--- src/sv/frt_pkg.sv ---
package frt_pkg;

  localparam int SLOTS = 16;
  localparam int IDX_W = (SLOTS > 1) ? $clog2(SLOTS) : 1;
  localparam int CNT_W = $clog2(SLOTS + 1);
  localparam int OUT_SLOT_W = 4;

  typedef enum logic [1:0] {
    K_INSERT = 2'd0,
    K_LOOKUP = 2'd1,
    K_REMOVE = 2'd2,
    K_DUMP   = 2'd3
  } kind_t;

  typedef enum logic [2:0] {
    STS_DONE    = 3'd0,
    STS_PRESENT = 3'd1,
    STS_FULL    = 3'd2,
    STS_MISS    = 3'd3,
    STS_EMPTY   = 3'd4
  } status_t;

  typedef enum logic [1:0] {
    S_IDLE,
    S_SCAN,
    S_RESP
  } state_t;

  typedef struct packed {
    logic [31:0] key;
    logic [7:0]  age;
    logic [63:0] name_low;
    logic [63:0] name_mid;
    logic [31:0] name_high;
  } rec_t;

  localparam int REC_W = $bits(rec_t);

  typedef struct packed {
    logic             rd_en;
    logic [IDX_W-1:0] rd_addr;
    logic             wr_en;
    logic [IDX_W-1:0] wr_addr;
  } ram_ctl_t;

  typedef struct packed {
    logic                  valid;
    status_t               status;
    logic [OUT_SLOT_W-1:0] slot;
    rec_t                  rec;
    logic                  last;
  } res_t;

endpackage

--- src/sv/frt_ram.sv ---
module frt_ram #(
  parameter int WIDTH = 8,
  parameter int DEPTH = 16
) (
  input  logic                                     clk,
  input  logic                                     wr_en,
  input  logic [((DEPTH > 1) ? $clog2(DEPTH) : 1)-1:0] wr_addr,
  input  logic [WIDTH-1:0]                         wr_data,
  input  logic                                     rd_en,
  input  logic [((DEPTH > 1) ? $clog2(DEPTH) : 1)-1:0] rd_addr,
  output logic [WIDTH-1:0]                         rd_data
);

  logic [WIDTH-1:0] mem_r [DEPTH];
  logic [WIDTH-1:0] rd_data_r;

  always_ff @(posedge clk) begin
    if (wr_en) begin
      mem_r[wr_addr] <= wr_data;
    end
    if (rd_en) begin
      rd_data_r <= mem_r[rd_addr];
    end
  end

  assign rd_data = rd_data_r;

endmodule

--- src/sv/frt_scan.sv ---
module frt_scan (
  input  logic             clk,
  input  logic             rst_n,
  input  logic             start,
  input  frt_pkg::kind_t   req_kind,
  input  logic [31:0]      req_key,
  input  frt_pkg::rec_t    rd_data,
  output logic             busy,
  output frt_pkg::ram_ctl_t ctl,
  output frt_pkg::res_t    res
);

  import frt_pkg::*;

  state_t           state_r, state_nxt;
  logic [CNT_W-1:0] cnt_r, cnt_nxt;
  logic             cmp_v_r, cmp_v_nxt;
  logic [IDX_W-1:0] cmp_idx_r, cmp_idx_nxt;
  logic             hit_v_r, hit_v_nxt;
  logic [IDX_W-1:0] hit_idx_r, hit_idx_nxt;
  rec_t             hit_rec_r, hit_rec_nxt;
  logic             free_v_r, free_v_nxt;
  logic [IDX_W-1:0] free_idx_r, free_idx_nxt;
  logic [SLOTS-1:0] used_r, used_nxt;
  logic             used_here;
  logic             match;

  assign busy = (state_r != S_IDLE);
  assign used_here = used_r[cmp_idx_r];
  assign match = used_here && (rd_data.key == req_key);

  always_ff @(posedge clk) begin
    if (!rst_n) begin
      state_r  <= S_IDLE;
      cnt_r    <= '0;
      cmp_v_r  <= 1'b0;
      hit_v_r  <= 1'b0;
      free_v_r <= 1'b0;
      used_r   <= '0;
    end else begin
      state_r  <= state_nxt;
      cnt_r    <= cnt_nxt;
      cmp_v_r  <= cmp_v_nxt;
      hit_v_r  <= hit_v_nxt;
      free_v_r <= free_v_nxt;
      used_r   <= used_nxt;
    end
  end

  always_ff @(posedge clk) begin
    cmp_idx_r  <= cmp_idx_nxt;
    hit_idx_r  <= hit_idx_nxt;
    hit_rec_r  <= hit_rec_nxt;
    free_idx_r <= free_idx_nxt;
  end

  always_comb begin
    state_nxt    = state_r;
    cnt_nxt      = cnt_r;
    cmp_v_nxt    = 1'b0;
    cmp_idx_nxt  = cmp_idx_r;
    hit_v_nxt    = hit_v_r;
    hit_idx_nxt  = hit_idx_r;
    hit_rec_nxt  = hit_rec_r;
    free_v_nxt   = free_v_r;
    free_idx_nxt = free_idx_r;
    used_nxt     = used_r;
    ctl          = '0;
    res          = '0;
    res.status   = STS_DONE;

    // compare stage, one slot per cycle behind the read
    if (cmp_v_r) begin
      if (match && !hit_v_r) begin
        hit_v_nxt   = 1'b1;
        hit_idx_nxt = cmp_idx_r;
        hit_rec_nxt = rd_data;
      end
      if (!used_here && !free_v_r) begin
        free_v_nxt   = 1'b1;
        free_idx_nxt = cmp_idx_r;
      end
      if (req_kind == K_DUMP) begin
        res.valid  = 1'b1;
        res.status = used_here ? STS_DONE : STS_EMPTY;
        res.slot   = OUT_SLOT_W'(cmp_idx_r);
        res.rec    = used_here ? rd_data : '0;
        res.last   = (cmp_idx_r == IDX_W'(SLOTS - 1));
      end
    end

    unique case (state_r)
      S_IDLE: begin
        if (start) begin
          cnt_nxt    = '0;
          hit_v_nxt  = 1'b0;
          free_v_nxt = 1'b0;
          state_nxt  = S_SCAN;
        end
      end
      S_SCAN: begin
        if (cnt_r != CNT_W'(SLOTS)) begin
          ctl.rd_en   = 1'b1;
          ctl.rd_addr = IDX_W'(cnt_r);
          cmp_v_nxt   = 1'b1;
          cmp_idx_nxt = IDX_W'(cnt_r);
          cnt_nxt     = cnt_r + CNT_W'(1);
        end else begin
          state_nxt = (req_kind == K_DUMP) ? S_IDLE : S_RESP;
        end
      end
      S_RESP: begin
        res.valid = 1'b1;
        res.last  = 1'b1;
        unique case (req_kind)
          K_INSERT: begin
            if (hit_v_r) begin
              res.status = STS_PRESENT;
              res.slot   = OUT_SLOT_W'(hit_idx_r);
            end else if (free_v_r) begin
              res.status           = STS_DONE;
              res.slot             = OUT_SLOT_W'(free_idx_r);
              ctl.wr_en            = 1'b1;
              ctl.wr_addr          = free_idx_r;
              used_nxt[free_idx_r] = 1'b1;
            end else begin
              res.status = STS_FULL;
            end
          end
          K_LOOKUP: begin
            if (hit_v_r) begin
              res.status = STS_DONE;
              res.slot   = OUT_SLOT_W'(hit_idx_r);
              res.rec    = hit_rec_r;
            end else begin
              res.status = STS_MISS;
            end
          end
          K_REMOVE: begin
            if (hit_v_r) begin
              res.status          = STS_DONE;
              res.slot            = OUT_SLOT_W'(hit_idx_r);
              used_nxt[hit_idx_r] = 1'b0;
            end else begin
              res.status = STS_MISS;
            end
          end
          K_DUMP: begin
            res.valid = 1'b0;
            res.last  = 1'b0;
          end
          default: begin
            res.valid = 1'b0;
          end
        endcase
        state_nxt = S_IDLE;
      end
      default: begin
        state_nxt = S_IDLE;
      end
    endcase
  end

`ifndef NO_ASSERTIONS
  a_accept_scans: assert property (@(posedge clk) disable iff (!rst_n)
    start && state_r == S_IDLE |=> state_r == S_SCAN)
    else $error("accepted item did not start a scan");

  a_write_free: assert property (@(posedge clk) disable iff (!rst_n)
    ctl.wr_en |-> !used_r[ctl.wr_addr])
    else $error("insert overwrites a live slot");

  a_write_marks: assert property (@(posedge clk) disable iff (!rst_n)
    ctl.wr_en |=> used_r[$past(ctl.wr_addr)])
    else $error("inserted slot not marked used");

  a_last_idle: assert property (@(posedge clk) disable iff (!rst_n)
    res.valid && res.last |=> state_r == S_IDLE)
    else $error("final result not followed by idle");

  a_res_busy: assert property (@(posedge clk) disable iff (!rst_n)
    res.valid |-> state_r != S_IDLE)
    else $error("result while idle");
`endif

endmodule

--- src/sv/fixed_slot_record_table_top.sv ---
// Fixed-slot record table with linear key scan.
// Input: a request item is taken at a rising edge with start high and busy
// low. in_kind selects insert, lookup, remove or dump; in_key is the key;
// in_age and in_name_* are stored by insert.
// Output: each result is shown for exactly one cycle with out_valid high;
// out_last marks the final result of a request. The receiver cannot stall.
// Flow with SLOTS slots: every request reads the record RAM one slot per
// cycle through a single key comparator, then lets the last compare drain.
// Insert, lookup and remove give one result after the scan, from the
// S_RESP state through the output register; dump gives SLOTS results, one
// per cycle, from the compare stage through the output register. The next
// item is accepted only once busy is low again, after the last one is done.
// Insert writes the record RAM and the used mark in its last busy cycle.
// Reset (rst_n low, synchronous) marks every slot free and returns to idle;
// record contents are not cleared, and only those of used slots are ever output.
module fixed_slot_record_table_top (
  input  logic               clk,
  input  logic               rst_n,
  input  logic               start,
  output logic               busy,
  input  logic [1:0]         in_kind,
  input  logic signed [31:0] in_key,
  input  logic [7:0]         in_age,
  input  logic [63:0]        in_name_low,
  input  logic [63:0]        in_name_mid,
  input  logic [31:0]        in_name_high,
  output logic               out_valid,
  output logic [2:0]         out_status,
  output logic [3:0]         out_slot,
  output logic signed [31:0] out_rec_key,
  output logic [7:0]         out_rec_age,
  output logic [63:0]        out_rec_name_low,
  output logic [63:0]        out_rec_name_mid,
  output logic [31:0]        out_rec_name_high,
  output logic               out_last
);

  import frt_pkg::*;

  kind_t    kind_r;
  rec_t     req_r;
  logic     accept;
  ram_ctl_t ctl;
  rec_t     rd_data;
  logic [REC_W-1:0] rd_bits;
  res_t     res;
  logic     out_valid_r;
  res_t     out_r;

  assign accept = start && !busy;

  always_ff @(posedge clk) begin
    if (accept) begin
      kind_r          <= kind_t'(in_kind);
      req_r.key       <= in_key;
      req_r.age       <= in_age;
      req_r.name_low  <= in_name_low;
      req_r.name_mid  <= in_name_mid;
      req_r.name_high <= in_name_high;
    end
  end

  frt_ram #(
    .WIDTH (REC_W),
    .DEPTH (SLOTS)
  ) u_ram (
    .clk     (clk),
    .wr_en   (ctl.wr_en),
    .wr_addr (ctl.wr_addr),
    .wr_data (req_r),
    .rd_en   (ctl.rd_en),
    .rd_addr (ctl.rd_addr),
    .rd_data (rd_bits)
  );

  assign rd_data = rec_t'(rd_bits);

  frt_scan u_scan (
    .clk      (clk),
    .rst_n    (rst_n),
    .start    (start),
    .req_kind (kind_r),
    .req_key  (req_r.key),
    .rd_data  (rd_data),
    .busy     (busy),
    .ctl      (ctl),
    .res      (res)
  );

  always_ff @(posedge clk) begin
    if (!rst_n) begin
      out_valid_r <= 1'b0;
    end else begin
      out_valid_r <= res.valid;
    end
  end

  always_ff @(posedge clk) begin
    out_r <= res;
  end

  assign out_valid         = out_valid_r;
  assign out_status        = out_r.status;
  assign out_slot          = out_r.slot;
  assign out_rec_key       = out_r.rec.key;
  assign out_rec_age       = out_r.rec.age;
  assign out_rec_name_low  = out_r.rec.name_low;
  assign out_rec_name_mid  = out_r.rec.name_mid;
  assign out_rec_name_high = out_r.rec.name_high;
  assign out_last          = out_r.last;

endmodule

--- config.mk ---
export PLATFORM = sky130hd
export DESIGN_NAME = fixed_slot_record_table_top
export DESIGN_NICKNAME = d
export VERILOG_FILES = /design/src/sv/frt_pkg.sv /design/src/sv/frt_ram.sv /design/src/sv/frt_scan.sv /design/src/sv/fixed_slot_record_table_top.sv
export SDC_FILE = /design/constraint.sdc
export NUM_CORES = 2
export LEC_CHECK = 0
export BUFFER_PORTS_ARGS = -buffer_cell sky130_fd_sc_hd__clkbuf_2
export CAP_MARGIN = 10
export CELL_PAD_IN_SITES_DETAIL_PLACEMENT = 1
export CELL_PAD_IN_SITES_GLOBAL_PLACEMENT = 1
export CORE_AREA = 2 2 724 726
export CTS_BUF_LIST = sky130_fd_sc_hd__clkbuf_2 sky130_fd_sc_hd__clkbuf_4 sky130_fd_sc_hd__clkbuf_8
export CTS_CLUSTER_DIAMETER = 100
export DETAILED_ROUTE_END_ITERATION = 16
export DIE_AREA = 0 0 726 728
export PLACE_DENSITY = 0.61
export SLEW_MARGIN = 40
export SYNTH_ARGS = -nofsm -noshare
export SYNTH_HDL_FRONTEND = slang
export SYNTH_SLANG_ARGS = --single-unit
export TNS_END_PERCENT = 50
--- constraint.sdc ---
create_clock -name clk -period 15.1 [get_ports clk]
set_input_delay 0.755 -clock clk [delete_from_list [all_inputs] [get_ports clk]]
set_output_delay 0.755 -clock clk [all_outputs]
set_load 0.005 [all_outputs]
; After elaboration in Yosys (flattened, before gate mapping)
; Memories as Yosys holds them, arrays and structs flattened. A register that Yosys moved wholly into a read port is not among the register bits.
; Index checks and enable logic that the tools add are counted.
[totals]
ff_bits = 649
input_bits = 205
ram_bits = 3200
n_memories = 1
[memory_table]
columns = name, words, word_bits, rd, rd_ports_with_merged_regs, write_ports, line
row1 = u_ram.mem_r, 16, 200, 1, 1, 1, frt_ram.sv:14  ; logic [WIDTH-1:0] mem_r [DEPTH];
[classes]
n_eq_ne = 14
mux = 48
n_addsub = 1
magnitude_cmp = 5
reduce_logical = 22
bitwise_logic = 3
[ops]
columns = op, n
row1 = 2-to-1 mux 209 bit, 3
row2 = 2-to-1 mux 200 bit, 2
row3 = 2-to-1 mux 204 bit, 1
row4 = 2-to-1 mux 16 bit, 3
row5 = 2-to-1 mux 5 bit, 8
row6 = equality test 32 bit, 1
row7 = one-hot mux 16 bit (2 select lines), 1
row8 = one-hot mux 7 bit (3 select lines), 1
row9 = bitwise AND 16 bit, 1
row10 = inverter 16 bit, 1
row11 = OR 16 bit, 1
row12 = "less-than comparator 4 x 5 -> 1 bit, second input constant", 3
row13 = 2-to-1 mux 1 bit, 15
row14 = 2-to-1 mux 2 bit, 5
row15 = one-hot mux 5 bit (2 select lines), 1
row16 = AND reduction 2 bit, 5
row17 = demux 1 bit (select 4 bit), 2
row18 = ">= comparator 4 x 1 -> 1 bit, second input constant", 2
row19 = 2-to-1 mux 4 bit, 2
row20 = "equality test 2 bit, second input constant", 3
row21 = logical AND 1 bit, 6
row22 = 2-to-1 mux 6 bit, 1
row23 = "inequality test 2 x 1 -> 1 bit, second input constant", 3
row24 = "inequality test 2 bit, second input constant", 3
row25 = other kinds (12), 19

; Depth between registers and ports, before layout
[logic_depth]
ltp_word = 9
mapped_depth = 16
depth_no_buf = 8

; Modules after synthesis
; From an unflattened synthesis, not the netlist that was laid out.
[unflattened]
hier_cells = 6323
hier_area_um2 = 146569.3
[by_module_without_submodules]
columns = mod, cells_each, n_inst, area_each_um2
row1 = frt_ram, 5216, 1, 125929.5
row2 = frt_scan, 694, 1, 10369.9
row3 = fixed_slot_record_table_top, 413, 1, 10269.8

; Least setup slack after synthesis
; Ideal clock, no wire load.
[synth_path]
path_type = input to register
startpoint = in start
endpoint = reg u_scan.cnt_r[2]
path_slack_ns = -1.362
required_ns = 14.972
cell_stages = 3
t_arrival_ns = 16.334
path_buffers = 0
setup_time_ns = 0.128
path_cell_list = nor3b_1 -> nand2b_1 -> nor2_1
[synth_between]
elab_chain_cells = 2
[synth_rtl]
columns = item, line
row1 = from (decl), fixed_slot_record_table_top.sv:19  ; input logic start,
row2 = inequality test 2 bit (no line), --
row3 = AND reduction 3 bit (no line), --
row4 = to (signal assigned), frt_scan.sv:42  ; cnt_r <= cnt_nxt;
row5 = to (decl), frt_scan.sv:16  ; logic [CNT_W-1:0] cnt_r, cnt_nxt;
; No other way between the ends.
; A chain may end at the register's enable or synchronous reset.

; Worst setup path after layout
[layout_path]
startpoint = reg u_scan.cnt_r[0]
endpoint = reg u_ram.rd_data_r[76], in the netlist u_ram.rd_data[76], read port of u_ram.mem_r, data pin
[layout_between]
elab_chain_cells = 3
[layout_rtl]
columns = item, line
row1 = inequality test 5 bit, frt_scan.sv:102  ; if (cnt_r != CNT_W'(SLOTS)) begin
row2 = 2-to-1 mux 5 bit *, frt_scan.sv:102
row3 = 2-to-1 mux 5 bit *, frt_scan.sv:92  ; unique case (state_r)
row4 = to (decl), frt_ram.sv:15  ; logic [WIDTH-1:0] rd_data_r;
; Every way passes the cells marked *; elsewhere a longest branch is shown, timed or not.

==> flow_metrics.tcl <==
set metrics [dict create \
    finish.net_count 10200 \
    crit_arrival_ns 7.57 \
    drv_cap 0 \
    synthToLayoutAreaGrowth_pct 17.0 \
    initial_core_util_pct 29.9 \
    period_share_pct 43.7 \
    antenna_found_initial 59 \
    synth_warnings 0 \
    layout-drive-gt1-share_pct 18.8 \
    critPathKind "reg2reg" \
    synth_flop_cell "edfxtp_1" \
    hold_viol_final 0 \
    numPortBuffers 414 \
    syn_area_per_cell_um2 16.9 \
    die_h_um 728 \
    required_ns 16.07 \
    worstSetupEndpointType "flip-flop" \
    clock_path_buffers 4 \
    htree_levels 6 \
    crit_fanout 118 \
    dp.final_hpwl_mm 251 \
    place_ws_ns 8.23 \
    setup_viol 0 \
    postRouteAntennaNets 0 \
    rsz0062_at_grt "false" \
    wire_per_inst_um 27.9 \
    drv_slew 0 \
    finalSetupTns_ns 0 \
    die_x_um 726 \
    hp-start "in_kind[1]" \
    worstMarginPinSlew_ns 0.906 \
    cp_slowest_cell "nand2_4" \
    gp_congestion 0.758 \
    ys_ff_latch 4049 \
    worstReg2RegStart "u_scan.cnt_r[0]$_SDFFE_PN0P_" \
    instances_no_fill 17500 \
    ctsRootBufferMaster "clkbuf_8" \
    rr_worst_depth 12 \
    viasPerCell 5.27 \
    ir_drop_mv 0.0999 \
    overflow 0 \
    remaining_drc_errors 0 \
    row_count 265 \
    vias 92200 \
    cts_sinks 4049 \
    final.setup_skew_ns 0.0808 \
    slowest_delay_ns 0.82 \
    num_io_pins 415 \
    first_iter_violations 7842 \
    path_cells "inv_12 -> ha_1 -> nand4bb_1 -> nand2_4 -> buf_12 -> buf_16 -> buf_12 -> buf_16 -> buf_6 -> a2bb2oi_1 -> o2111ai_1 -> and4_1" \
    rrSetupSlack_ns 8.50 \
    p_per_area_mw_per_mm2 129 \
    crit_path_start_kind "flip-flop" \
    async_flop_share_pct 0 \
    synth_edf_count 3814 \
    wl_mm 487 \
    place_inst 16000 \
    timing.rr.end "u_ram.rd_data[76]$_DFFE_PP_" \
    grt_max_degree 149 \
    cts_tree "done" \
    worst_slack_ns 8.50 \
    min_to "kind_r[1]$_DFFE_PP_" \
    hold_class "in2reg" \
    utilization_pct 35.0 \
    grt_pass1_vias 96900 \
    seq_area_frac_synth_pct 76.6 \
    grt_first_pass_wirelength_mm 698 \
    synth_nets 9432 \
    status "finished, final reports clean" \
    clkLatencyLatePin_ns 1.25 \
    cts_buffers 666 \
    core_mm2 0.520 \
    grt.total_usage_pct 17.7 \
    die_area_mm2 0.529 \
    max_slew_margin_pct 39.6 \
    max_freq_ghz 0.152 \
    synth_area_mm2 0.156 \
    fin_crit_ns 6.60 \
    power.leakage_nw 56.2 \
    clkTransAtPathRegs_ns 0.06 \
    firstDrtPassIters 5 \
    synth.distinct_cells 55 \
    hold_depth 2 \
    synth_cells 9225 \
]
==> Yosys cell counts (24+ instances only) <==
cell | n | area share (%)
edfxtp_1 | 3814 | 74
nand2_1 | 1018 | 2.5
a2bb2oi_1 | 798 | 4.5
mux2i_1 | 602 | 3.9
o221ai_1 | 598 | 3.4
clkbuf_1 | 480 | 1.2
dfxtp_1 | 235 | 3.0
nand3_1 | 207 | 0.67
a21oi_1 | 205 | 0.66
mux2_2 | 201 | 1.5
a22o_1 | 200 | 1.1
and4_1 | 199 | 1.1
o2111ai_1 | 199 | 1.1
buf_2 | 182 | 0.59
buf_4 | 42 | 0.20
xor2_1 | 35 | 0.20
nor2_1 | 30 | 0.072
buf_1 | 28 | 0.068
o21ai_0 | 24 | 0.077
==> flip-flops by register name, summed over array words and instances, names as in the netlist, 2 cells and up <==
register and cells:
out_rec_name_mid 64, u_scan.cnt_r 5, u_scan.free_idx_r 4, u_scan.cmp_idx_r 4, out_rec_name_low 64, out_status 3, u_ram.mem_r 3200, out_rec_age 8
out_rec_name_high 32, u_scan.hit_rec_r 200, u_scan.state_r 2, req_r 200, u_scan.used_r 16, out_rec_key 32, u_scan.hit_idx_r 4, out_slot 4
u_ram.rd_data 200, kind_r 2
==> layout make-up <==
| cell class | count | area [um^2] |
|---|---|---|
| fill | 53000 | 338000 |
| sequential | 4049 | 119000 |
| multi-input combinational | 4419 | 33200 |
| clock buffer | 951 | 11700 |
| tap | 6942 | 8690 |
| timing repair buffer | 832 | 7040 |
| clock inverter | 276 | 2190 |
| inverter | 6 | 42.5 |
| antenna | 13 | 32.5 |
==> layout by cell type (no fill, tap or decap), types with 7 or more instances in the layout <==
master,instances
clkinv_2,88
mux2_2,201
bufinv_16,23
nor2_4,14
o221ai_1,598
buf_16,26
a22o_1,200
o2111ai_1,199
nor4_1,7
buf_6,58
diode_2,13
inv_6,13
nand3_1,207
mux2i_1,602
clkbuf_8,727
clkinvlp_4,7
xor2_1,35
nand2_1,1017
nor3_1,7
nand3b_1,7
dlygate4sd3_1,204
a2bb2oi_1,798
buf_4,83
dfxtp_1,233
buf_12,46
nor2_1,16
nand2b_1,8
clkinv_1,114
clkinv_8,12
clkbuf_2,414
a21boi_0,11
o21ai_0,24
inv_8,12
a21oi_1,205
and4_1,199
nand4_1,7
clkbuf_4,224
edfxtp_1,3814
==> where the power goes <==
group          switching (mW)  total (mW)  internal (mW)  leakage (nW)
combinational           0.579       0.977          0.398          12.5
sequential              0.183        12.6           12.4          36.3
clock                    4.60        10.0           5.43          7.38
total                    5.36        23.6           18.2          56.2
==> timing repair <==
item                      4_1_cts  5_1_grt
setup buffers                   0        0
hold buffers                  204        0
resized for setup               0        0
hold endpoints to repair      225        0
==> critical path: cells and delay by family, from the launching register on <==
family | cells | cell delay (ns)
buffers and inverters | 6 | 3.00
flip-flops | 1 | 0.58
adder cells (fa/ha/maj) | 1 | 0.28
AND/OR/NAND/NOR | 3 | 1.59
AO/OA/AOI/OAI | 2 | 0.37
==> layer usage <==
layer	vias up	track usage, %	wire length [um]
li1	39100	-	-
met1	49100	24.0	215000
met2	3048	29.5	234000
met3	838	2.42	25200
met4	30	5.35	13500
met5	-	0	194
==> metrics by stage <==
step                      total power [mW]  cell area (um^2)  hold slack (ns)
after floorplan                       13.4            156000            0.403
after global placement                13.7            165000            0.438
after detailed placement              13.7            166000            0.439
after CTS                             23.8            182000           0.0884
after global routing                  24.3            182000            0.171
final                                 23.6            182000            0.246
==> cells by family after synthesis <==
kind of cell / count (synthesis) / share of synthesized area [%]
flip-flops: 4049 / 76.6
AO/OA/AOI/OAI: 2057 / 11.0
AND/OR/NAND/NOR: 1517 / 4.59
multiplexers: 807 / 5.39
buffers and inverters: 757 / 2.17
XOR/XNOR: 36 / 0.203
adder cells (fa/ha/maj): 2 / 0.0161
==> how the worst max path moves through the flow <==
stage	startpoint	endpoint
final	u_scan.cnt_r[0]$_SDFFE_PN0P_	u_ram.rd_data[76]$_DFFE_PP_
after detailed placement	u_scan.cnt_r[0]$_SDFFE_PN0P_	u_ram.rd_data[56]$_DFFE_PP_
after floorplan	kind_r[1]$_DFFE_PP_	u_ram.mem_r[1][0]$_DFFE_PP_
after global routing	u_scan.cnt_r[0]$_SDFFE_PN0P_	u_ram.rd_data[73]$_DFFE_PP_
after global placement	u_scan.cnt_r[0]$_SDFFE_PN0P_	u_ram.rd_data[70]$_DFFE_PP_
after CTS	u_scan.cnt_r[0]$_SDFFE_PN0P_	u_ram.rd_data[56]$_DFFE_PP_
Note: power is estimated with default switching activity, not from simulation.
